$ cat src/hdl/lrd_pkg.sv
package lrd_pkg;

  localparam int OFFSET_BITS = 48;
  localparam logic [31:0] CRC_POLY = 32'h82f6_3b78;
  localparam logic [31:0] CRC_INIT = 32'hffff_ffff;
  localparam logic [7:0] BATCH_RECORD_TYPE = 8'd1;
  localparam logic [3:0] HEADER_BYTES = 4'd9;
  localparam logic [3:0] BATCH_HEADER_BYTES = 4'd12;
  localparam logic [3:0] ENTRY_HEADER_BYTES = 4'd9;
  localparam int TDATA_FIELD_BITS = 172 + OFFSET_BITS;
  localparam int TDATA_BITS = ((TDATA_FIELD_BITS + 7) / 8) * 8;
  localparam int FIFO_DEPTH = 4;

  localparam logic [2:0] EV_START = 3'd0;
  localparam logic [2:0] EV_KEY = 3'd1;
  localparam logic [2:0] EV_VAL = 3'd2;
  localparam logic [2:0] EV_ACCEPT = 3'd3;
  localparam logic [2:0] EV_END = 3'd4;
  localparam logic [2:0] EV_CORRUPT = 3'd5;

  localparam logic [2:0] ERR_RECORD_TYPE = 3'd0;
  localparam logic [2:0] ERR_CHECKSUM = 3'd1;
  localparam logic [2:0] ERR_BATCH_HEADER = 3'd2;
  localparam logic [2:0] ERR_TRUNC_ENTRY = 3'd3;
  localparam logic [2:0] ERR_ENTRY_HEADER = 3'd4;
  localparam logic [2:0] ERR_TRUNC_PAYLOAD = 3'd5;
  localparam logic [2:0] ERR_ENTRY_TYPE = 3'd6;

  localparam logic REG_PUT_CODE = 1'b0;
  localparam logic REG_DELETE_CODE = 1'b1;

  typedef struct packed {
    logic [2:0]             event_res;
    logic [2:0]             error_code;
    logic                   entry_kind;
    logic [31:0]            key_length;
    logic [31:0]            value_length;
    logic [7:0]             byte_value;
    logic [63:0]            base_sequence;
    logic [31:0]            entry_count;
    logic [OFFSET_BITS-1:0] valid_bytes;
    logic                   last_of_run;
  } result_t;

  function automatic logic [31:0] crc_step(input logic [31:0] crc, input logic [7:0] b);
    logic [31:0] c;
    c = crc ^ {24'd0, b};
    for (int k = 0; k < 8; k++) begin
      c = (c >> 1) ^ (CRC_POLY & {32{c[0]}});
    end
    return c;
  endfunction

  function automatic result_t mk_result(input logic [2:0] ev, input logic [2:0] err,
                                        input logic kind, input logic [31:0] klen,
                                        input logic [31:0] vlen, input logic [7:0] bval,
                                        input logic [63:0] seq, input logic [31:0] cnt,
                                        input logic [OFFSET_BITS-1:0] vb);
    result_t r;
    r.event_res = ev;
    r.error_code = err;
    r.entry_kind = kind;
    r.key_length = klen;
    r.value_length = vlen;
    r.byte_value = bval;
    r.base_sequence = seq;
    r.entry_count = cnt;
    r.valid_bytes = vb;
    r.last_of_run = 1'b0;
    return r;
  endfunction

endpackage

$ cat src/hdl/log_record_decoder_top.sv
// Streaming parser for a CRC32C-framed write-ahead log.
// Input: one log byte per item on s_axis, s_axis_tlast marks the last byte of a log.
// Output: one event per item on m_axis; m_axis_tuser holds the event code and
// m_axis_tlast marks the final event caused by one input byte. Each byte causes
// zero to three events (entry start, key or value byte, accepted, log end, corruption).
// Configuration: cfg_we with cfg_index 0 writes the put code, index 1 the delete code.
// Events caused by a byte are written into the registered result queue when that byte is taken.
// Throughput: one byte per cycle while bytes cause at most one event each and the
// receiver does not stall; the four-entry result queue accepts a byte whenever it holds
// at most one event, so a byte causing two or three events holds off the next bytes.
// Reset (rst, synchronous) empties the queue, returns to the record header phase,
// clears the log position and restores the put and delete codes to 0 and 1.
// When the receiver stalls, events wait in the queue and s_axis_tready falls once
// the queue holds two or more events; nothing is lost.
module log_record_decoder_top (
  input  logic                           clk,
  input  logic                           rst,
  input  logic                           s_axis_tvalid,
  output logic                           s_axis_tready,
  input  logic [7:0]                     s_axis_tdata,  // data_byte
  input  logic                           s_axis_tlast,  // end_of_log
  output logic                           m_axis_tvalid,
  input  logic                           m_axis_tready,
  // error_code[2:0], entry_kind[3], key_length[35:4], value_length[67:36],
  // byte_value[75:68], base_sequence[139:76], entry_count[171:140],
  // valid_bytes[219:172], zero fill above
  output logic [lrd_pkg::TDATA_BITS-1:0] m_axis_tdata,
  output logic [2:0]                     m_axis_tuser,  // event_res
  output logic                           m_axis_tlast,  // last_of_run
  input  logic                           cfg_we,
  input  logic                           cfg_index,
  input  logic [7:0]                     cfg_data
);

  typedef enum logic [2:0] {PH_HDR, PH_BATCH, PH_ENTHDR, PH_KEY, PH_VAL, PH_TAIL, PH_DROP}
    phase_t;

  localparam int OB = lrd_pkg::OFFSET_BITS;
  localparam logic [OB-1:0] POS_MAX = {OB{1'b1}};

  logic [7:0]  put_code, delete_code;
  phase_t      phase, phase_next;
  logic [3:0]  fbc, fbc_next;
  logic [31:0] stored_crc, stored_crc_next;
  logic [7:0]  record_kind, record_kind_next;
  logic [31:0] payload_left, payload_left_next;
  logic [31:0] running_crc, running_crc_next;
  logic [63:0] sequence_base, sequence_base_next;
  logic [31:0] entries_total, entries_total_next;
  logic [31:0] entries_left, entries_left_next;
  logic [7:0]  kind_held, kind_held_next;
  logic [31:0] key_left, key_left_next;
  logic [31:0] value_left, value_left_next;
  logic        err_held, err_held_next;
  logic [2:0]  err_code, err_code_next;
  logic [OB-1:0] position, position_next;
  logic [OB-1:0] committed, committed_next;

  lrd_pkg::result_t res [3];
  logic [1:0]  nres;

  lrd_pkg::result_t fifo [lrd_pkg::FIFO_DEPTH];
  logic [1:0]  wr_ptr, rd_ptr;
  logic [2:0]  count;
  logic        in_acc, out_acc;

  assign s_axis_tready = (count <= 3'd1);
  assign in_acc = s_axis_tvalid && s_axis_tready;
  assign m_axis_tvalid = (count != 3'd0);
  assign out_acc = m_axis_tvalid && m_axis_tready;

  always_comb begin
    logic [7:0]  b;
    logic        last, ended, vdo, ev_err_v, entry_end;
    logic [2:0]  ev_err;
    logic [1:0]  lo;
    logic [32:0] need;
    logic        kind;
    b = s_axis_tdata;
    last = s_axis_tlast;
    ended = 1'b0;
    vdo = 1'b0;
    ev_err_v = 1'b0;
    ev_err = lrd_pkg::ERR_RECORD_TYPE;
    entry_end = 1'b0;
    lo = fbc[1:0] - 2'd1;
    need = 33'd0;
    kind = 1'b0;
    phase_next = phase;
    fbc_next = fbc;
    stored_crc_next = stored_crc;
    record_kind_next = record_kind;
    payload_left_next = payload_left;
    running_crc_next = running_crc;
    sequence_base_next = sequence_base;
    entries_total_next = entries_total;
    entries_left_next = entries_left;
    kind_held_next = kind_held;
    key_left_next = key_left;
    value_left_next = value_left;
    err_held_next = err_held;
    err_code_next = err_code;
    committed_next = committed;
    position_next = (position != POS_MAX) ? position + 1'b1 : position;
    nres = 2'd0;
    for (int k = 0; k < 3; k++) begin
      res[k] = '0;
    end

    if (phase == PH_DROP) begin
      ended = 1'b1;
    end else if (phase == PH_HDR) begin
      if (fbc == 4'd0) begin
        stored_crc_next = '0;
        payload_left_next = '0;
        record_kind_next = '0;
      end
      if (fbc < 4'd4) begin
        stored_crc_next[8*fbc[1:0] +: 8] = b;
      end else if (fbc < 4'd8) begin
        payload_left_next[8*fbc[1:0] +: 8] = b;
      end else begin
        record_kind_next = b;
      end
      fbc_next = fbc + 4'd1;
      if (fbc_next >= lrd_pkg::HEADER_BYTES) begin
        fbc_next = '0;
        running_crc_next = lrd_pkg::CRC_INIT;
        sequence_base_next = '0;
        entries_total_next = '0;
        entries_left_next = '0;
        err_held_next = 1'b0;
        phase_next = PH_BATCH;
        vdo = (payload_left_next == 32'd0);
      end
    end else begin
      running_crc_next = lrd_pkg::crc_step(running_crc, b);
      payload_left_next = payload_left - 32'd1;
      case (phase)
        PH_BATCH: begin
          if (fbc < 4'd8) sequence_base_next[8*fbc[2:0] +: 8] = b;
          else entries_total_next[8*fbc[1:0] +: 8] = b;
          fbc_next = fbc + 4'd1;
          if (fbc_next >= lrd_pkg::BATCH_HEADER_BYTES) begin
            fbc_next = '0;
            entries_left_next = entries_total_next;
            phase_next = (entries_total_next != 32'd0) ? PH_ENTHDR : PH_TAIL;
          end
        end
        PH_ENTHDR: begin
          if (fbc == 4'd0) begin
            kind_held_next = b;
            key_left_next = '0;
            value_left_next = '0;
          end else if (fbc < 4'd5) begin
            key_left_next[8*lo +: 8] = b;
          end else begin
            value_left_next[8*lo +: 8] = b;
          end
          fbc_next = fbc + 4'd1;
          if (fbc_next >= lrd_pkg::ENTRY_HEADER_BYTES) begin
            fbc_next = '0;
            need = {1'b0, key_left_next} + {1'b0, value_left_next};
            if (need > {1'b0, payload_left_next}) begin
              err_held_next = 1'b1;
              err_code_next = lrd_pkg::ERR_TRUNC_PAYLOAD;
              phase_next = PH_TAIL;
            end else if (kind_held_next != put_code && kind_held_next != delete_code) begin
              err_held_next = 1'b1;
              err_code_next = lrd_pkg::ERR_ENTRY_TYPE;
              phase_next = PH_TAIL;
            end else begin
              kind = (kind_held_next != put_code);
              kind_held_next = {7'd0, kind};
              res[nres] = lrd_pkg::mk_result(lrd_pkg::EV_START, '0, kind, key_left_next,
                                             kind ? 32'd0 : value_left_next, '0, '0, '0, '0);
              nres = nres + 2'd1;
              if (key_left_next != 32'd0) phase_next = PH_KEY;
              else if (value_left_next != 32'd0) phase_next = PH_VAL;
              else entry_end = 1'b1;
            end
          end
        end
        PH_KEY: begin
          res[nres] = lrd_pkg::mk_result(lrd_pkg::EV_KEY, '0, 1'b0, '0, '0, b, '0, '0, '0);
          nres = nres + 2'd1;
          key_left_next = key_left - 32'd1;
          if (key_left_next == 32'd0) begin
            if (value_left != 32'd0) phase_next = PH_VAL;
            else entry_end = 1'b1;
          end
        end
        PH_VAL: begin
          if (kind_held == 8'd0) begin
            res[nres] = lrd_pkg::mk_result(lrd_pkg::EV_VAL, '0, 1'b0, '0, '0, b, '0, '0, '0);
            nres = nres + 2'd1;
          end
          value_left_next = value_left - 32'd1;
          if (value_left_next == 32'd0) entry_end = 1'b1;
        end
        default: begin
        end
      endcase
      if (entry_end) begin
        entries_left_next = entries_left - 32'd1;
        fbc_next = '0;
        phase_next = (entries_left_next != 32'd0) ? PH_ENTHDR : PH_TAIL;
      end
      vdo = (payload_left_next == 32'd0);
    end

    if (vdo) begin
      ev_err_v = err_held_next;
      ev_err = err_code_next;
      if (!ev_err_v) begin
        if (phase_next == PH_BATCH) begin
          ev_err_v = 1'b1;
          ev_err = lrd_pkg::ERR_BATCH_HEADER;
        end else if (phase_next == PH_ENTHDR) begin
          ev_err_v = 1'b1;
          ev_err = (fbc_next != 4'd0) ? lrd_pkg::ERR_ENTRY_HEADER : lrd_pkg::ERR_TRUNC_ENTRY;
        end
      end
      fbc_next = '0;
      if (record_kind_next != lrd_pkg::BATCH_RECORD_TYPE) begin
        res[nres] = lrd_pkg::mk_result(lrd_pkg::EV_CORRUPT, lrd_pkg::ERR_RECORD_TYPE, 1'b0,
                                       '0, '0, '0, '0, '0, committed_next);
        nres = nres + 2'd1;
        phase_next = PH_DROP;
        ended = 1'b1;
      end else if (~running_crc_next != stored_crc_next) begin
        if (last) begin
          res[nres] = lrd_pkg::mk_result(lrd_pkg::EV_END, '0, 1'b0, '0, '0, '0, '0, '0,
                                         committed_next);
          phase_next = PH_HDR;
        end else begin
          res[nres] = lrd_pkg::mk_result(lrd_pkg::EV_CORRUPT, lrd_pkg::ERR_CHECKSUM, 1'b0,
                                         '0, '0, '0, '0, '0, committed_next);
          phase_next = PH_DROP;
        end
        nres = nres + 2'd1;
        ended = 1'b1;
      end else if (ev_err_v) begin
        res[nres] = lrd_pkg::mk_result(lrd_pkg::EV_CORRUPT, ev_err, 1'b0, '0, '0, '0, '0,
                                       '0, committed_next);
        nres = nres + 2'd1;
        phase_next = PH_DROP;
        ended = 1'b1;
      end else begin
        committed_next = position_next;
        res[nres] = lrd_pkg::mk_result(lrd_pkg::EV_ACCEPT, '0, 1'b0, '0, '0, '0,
                                       sequence_base_next, entries_total_next, committed_next);
        nres = nres + 2'd1;
        if (last) begin
          res[nres] = lrd_pkg::mk_result(lrd_pkg::EV_END, '0, 1'b0, '0, '0, '0, '0, '0,
                                         committed_next);
          nres = nres + 2'd1;
        end
        phase_next = PH_HDR;
        ended = last;
      end
    end

    if (last) begin
      if (!ended) begin
        res[nres] = lrd_pkg::mk_result(lrd_pkg::EV_END, '0, 1'b0, '0, '0, '0, '0, '0,
                                       committed_next);
        nres = nres + 2'd1;
      end
      phase_next = PH_HDR;
      fbc_next = '0;
      position_next = '0;
      committed_next = '0;
    end

    if (nres != 2'd0) begin
      res[nres - 2'd1].last_of_run = 1'b1;
    end
  end

  always_ff @(posedge clk) begin
    if (rst) begin
      put_code <= 8'd0;
      delete_code <= 8'd1;
    end else if (cfg_we) begin
      case (cfg_index)
        lrd_pkg::REG_PUT_CODE: put_code <= cfg_data;
        lrd_pkg::REG_DELETE_CODE: delete_code <= cfg_data;
        default: begin
        end
      endcase
    end
  end

  always_ff @(posedge clk) begin
    if (rst) begin
      phase <= PH_HDR;
      fbc <= '0;
      stored_crc <= '0;
      record_kind <= '0;
      payload_left <= '0;
      running_crc <= lrd_pkg::CRC_INIT;
      sequence_base <= '0;
      entries_total <= '0;
      entries_left <= '0;
      kind_held <= '0;
      key_left <= '0;
      value_left <= '0;
      err_held <= 1'b0;
      err_code <= '0;
      position <= '0;
      committed <= '0;
    end else if (in_acc) begin
      phase <= phase_next;
      fbc <= fbc_next;
      stored_crc <= stored_crc_next;
      record_kind <= record_kind_next;
      payload_left <= payload_left_next;
      running_crc <= running_crc_next;
      sequence_base <= sequence_base_next;
      entries_total <= entries_total_next;
      entries_left <= entries_left_next;
      kind_held <= kind_held_next;
      key_left <= key_left_next;
      value_left <= value_left_next;
      err_held <= err_held_next;
      err_code <= err_code_next;
      position <= position_next;
      committed <= committed_next;
    end
  end

  always_ff @(posedge clk) begin
    if (in_acc) begin
      for (int k = 0; k < 3; k++) begin
        if (2'(k) < nres) fifo[wr_ptr + 2'(k)] <= res[k];
      end
    end
  end

  always_ff @(posedge clk) begin
    if (rst) begin
      wr_ptr <= '0;
      rd_ptr <= '0;
      count <= '0;
    end else begin
      wr_ptr <= wr_ptr + (in_acc ? nres : 2'd0);
      rd_ptr <= rd_ptr + {1'b0, out_acc};
      count <= count + (in_acc ? {1'b0, nres} : 3'd0) - {2'd0, out_acc};
    end
  end

  assign m_axis_tuser = fifo[rd_ptr].event_res;
  assign m_axis_tlast = fifo[rd_ptr].last_of_run;
  assign m_axis_tdata = {
    {(lrd_pkg::TDATA_BITS - lrd_pkg::TDATA_FIELD_BITS){1'b0}},
    fifo[rd_ptr].valid_bytes,
    fifo[rd_ptr].entry_count,
    fifo[rd_ptr].base_sequence,
    fifo[rd_ptr].byte_value,
    fifo[rd_ptr].value_length,
    fifo[rd_ptr].key_length,
    fifo[rd_ptr].entry_kind,
    fifo[rd_ptr].error_code
  };

  a_count_bound: assert property (@(posedge clk) disable iff (rst)
    count <= 3'(lrd_pkg::FIFO_DEPTH))
    else $error("result queue overflow");

  a_drop_silent: assert property (@(posedge clk) disable iff (rst)
    (in_acc && phase == PH_DROP && !s_axis_tlast) |=> count <= $past(count))
    else $error("event produced while dropping bytes");

  a_log_end_restart: assert property (@(posedge clk) disable iff (rst)
    (in_acc && s_axis_tlast) |=> (phase == PH_HDR && position == '0 && committed == '0))
    else $error("log end did not restart parsing");

  a_reset_state: assert property (@(posedge clk)
    rst |=> (phase == PH_HDR && count == 3'd0))
    else $error("reset did not clear state");

endmodule

$ cat config.mk
export PLATFORM = sky130hd
export DESIGN_NAME = log_record_decoder_top
export DESIGN_NICKNAME = d
export VERILOG_FILES = /design/src/hdl/lrd_pkg.sv /design/src/hdl/log_record_decoder_top.sv
export SDC_FILE = /design/constraint.sdc
export NUM_CORES = 2
export LEC_CHECK = 0
export BUFFER_PORTS_ARGS = -buffer_cell sky130_fd_sc_hd__buf_2
export CAP_MARGIN = 20
export CELL_PAD_IN_SITES_DETAIL_PLACEMENT = 1
export CELL_PAD_IN_SITES_GLOBAL_PLACEMENT = 1
export CORE_ASPECT_RATIO = 2
export CORE_MARGIN = 2
export CORE_UTILIZATION = 35
export CTS_BUF_LIST = sky130_fd_sc_hd__clkbuf_8
export DETAILED_ROUTE_END_ITERATION = 8
export PLACE_DENSITY_LB_ADDON = 0.1
export SLEW_MARGIN = 25
export SYNTH_ARGS = -nofsm -noshare
export SYNTH_HDL_FRONTEND = slang
export SYNTH_SLANG_ARGS = --single-unit
export TNS_END_PERCENT = 100
$ cat constraint.sdc
create_clock -name clk -period 40.6 [get_ports clk]
set_input_delay 6.09 -clock clk [delete_from_list [all_inputs] [get_ports clk]]
set_output_delay 6.09 -clock clk [all_outputs]
set_load 0.1 [all_outputs]
==> out/summary.txt <==
final net count = 7593
max-cap viol count = 0
H-Tree Depth = 4
DR vias/cell = 6.008
Post-synth EDFFs = 896
Final Routed Wirelength = 334000 um
IO Pins = 253
ys flop type = edfxtp_1
clk sinks = 1330
Worst Hold Class = reg -> reg
family with the most delay on the worst path = simple AND/OR/NAND/NOR gates
share of cells above drive strength 1 = 15.64%
Final period util = 45.74%
Multi-input gate area = 37240 sq um
Worst path slowest cell = buf_4
GR Overflow Total = 0
Final Wtd Congestion = 0.9716
vias in the first global route = 66030
Max Freq = 0.05385 GHz
First DRT Iteration DRCs = 3867
Pins Over Slew Limit = 0
power density over cell area = 48.14 nW/um^2
Synth area leaders = edfxtp_1 36%, dfxtp_1 12%, nor2_1 6.8%
WHS = 0.4700 ns
CP required = 41.24 ns
CP startpoint kind = input port
Ys Warns = 0
CTS tree = yes
largest family of logic cells by synthesized area = simple AND/OR/NAND/NOR gates
Final WS setup = 22.03 ns
Longest Clk Path Bufs = 4
commonest cells in the netlist = 1354 x nor2_1, 896 x edfxtp_1, 640 x nand2_1, 434 x dfxtp_1, 403 x clkbuf_1
Syn Inst Count = 7418
Avg Cell Area, Syn = 10.14 sq um
R2R setup slack = 25.29 ns
mux share of post-synthesis cell area = 13.10%
compound-cell area share of the yosys netlist = 14.02%
placed insts = 10040
post-layout min period = 18.57 ns
Port Buf Inserts = 248
initial core utilization = 35.22%
top cell type's share of synthesized area = 35.78%
leak pwr = 30.48 nW
clk_lat worst skew = 1.04 ns
core area = 213500 sq um
crit path max fanout = 58
RSZ-0062 raised after global routing = no
post-synth cell types = 112
initial antenna violation count = 18
final setup fails = 0
WS Path Type = in -> reg
Area Overhead vs Synth = 10.94%
Register Area = 35600 sq um
most numerous cell in the Yosys netlist = nor2_1
Crit. End Element = flop
First-pass DRT Iterations = 6
post-cts hold buffer count = 0
Worst-Margin Slew = 1.133 ns
Async S/R FF share, synth = 0%
Rows = 240
synthesized area = 75200 sq um
status = completed
skew final = 0.1422 ns
headroom to the max-slew limit = 24.44%
die area = 218800 sq um
max incr delay on CP = 0.82 ns
Place WS = 20.99 ns
post-route design area = 83430 sq um
first-pass GRT wire length = 477900 um
# Post-CTS Setup Buffers = 0
largest net degree at the start of global routing = 182
clk slew on worst S/H paths = 0.06 ns
Layout Cells excl Fill = 10430
HPWL after DPL = 235300 um
post_cts resized = 0
FILL cells = 23830
placed cell areas = 79370 sq um
CP arrival = 19.21 ns
Vias = 62680
DRC Markers = 0
Die Wd = 331.8 um
Yosys reg bits = 1330
Seq/Total Area, Yosys = 47.33%
Hold Fails Final Rpt = 0
routed wire length per instance = 32.02 um
Simple-Gate Fraction of Synth Area = 17.13%
Max VDD drop = 39.87 uV
all-layer global routing usage = 29.84%
area share of fa/ha/maj cells after synthesis = 1.601%
Root Driver = clkbuf_8
Synth area leader = edfxtp_1
TritonCTS buffer count = 214
Die Height = 659.5 um
CP bufs+invs = 6
XOR/XNOR share of the synthesized area = 3.118%
ANT nets after route = 0
Setup TNS = 0 ns
==> routing by layer <==
metal	vias up	track usage (%)	part of all wire [%]
met2	1900	56.52	54
met1	32190	29.91	34
met3	859	3.745	3.8
met5	-	0	0.0087
met4	4	21.31	8.2
li1	27720	-	-
==> worst paths after layout <==
kind / cells past startpoint / from / end
setup reg to reg: 45 / fbc[0] / fifo[0][172]
setup / recovery: 44 / s_axis_tdata[1] / fifo[0][172]
hold reg to reg: 2 / put_code[7] / put_code[7]
hold / removal: 2 / put_code[7] / put_code[7]
==> power by group <==
group	total, W	leakage [nW]	internal, W	switching (W)
registers	0.00152	11.7	0.00149	0.0000321
clock network	0.00116	2.36	0.000569	0.000594
logic	0.00133	16.5	0.000275	0.00106
==> sequential cells by signal (all words and copies together) (netlist names), 32 cells and up <==
name and flops:
fifo 896, sequence_base 64, committed 48, position 48, entries_left 32, entries_total 32, key_left 32, payload_left 32
running_crc 32, stored_crc 32, value_left 32
==> cells by family (layout without fill, tap and decap cells) <==
group / Yosys count / count (layout)
compound gates: 1527 / 1527
flops: 1330 / 1330
mux: 671 / 671
fa+ha+maj: 95 / 95
simple gates: 2867 / 2867
xor+xnor: 244 / 244
other cells: 1 / 13
buf+inv: 683 / 903
==> metrics by stage <==
stage | util [%] | power (W)
final | 39.07 | 0.004017
after global routing | 39.07 | 0.004142
after CTS | 39.06 | 0.004059
after detailed placement | 37.17 | 0.002892
after global placement | 37.15 | 0.002886
after floorplan | - | 0.002588
==> placed cells by master (no fill, tap or decap), types with 26 or more instances in the layout <==
cell type,Yosys,final
nand2_1,640,633
a221oi_1,26,26
nor2b_1,38,37
a22o_1,102,102
edfxtp_1,896,896
inv_1,77,154
a211oi_1,78,78
mux2i_1,280,280
nand2b_1,78,77
or3_1,47,46
o21ai_0,226,223
and3_1,53,52
a21oi_1,335,325
dfxtp_1,434,431
o31ai_1,32,32
mux2_2,94,94
mux2_4,32,32
o2111ai_1,34,34
clkinv_1,2,34
xnor2_1,145,144
xor2_1,83,83
or4_1,41,40
nor3_1,178,174
ha_1,93,93
a32o_1,39,39
nand3_1,124,123
nand4_1,70,70
mux2_1,41,41
a22oi_1,327,327
nor4_1,73,69
clkbuf_8,0,235
nor2_1,1354,1342
mux4_2,224,224
and2_1,39,36
buf_4,18,188
buf_2,94,247
o211ai_1,28,28
o22ai_1,61,60
==> worst min-delay path, stage by stage (launching register included) <==
cell and delay (ns):
dfxtp_1 0.32, nand2_1 0.06, a21oi_1 0.05
==> area by class of cell <==
cell class / count / share of cell area [%]
Sequential cell: 1330 / 42.68
Antenna cell: 9 / 0.02700
Clock buffer: 235 / 3.877
Timing Repair Buffer: 441 / 3.301
Tap cell: 2783 / 4.174
Clock inverter: 147 / 0.9509
Multi-Input combinational cell: 5408 / 44.63
Inverter: 80 / 0.3599
Note: power is estimated with default switching activity, not from simulation.
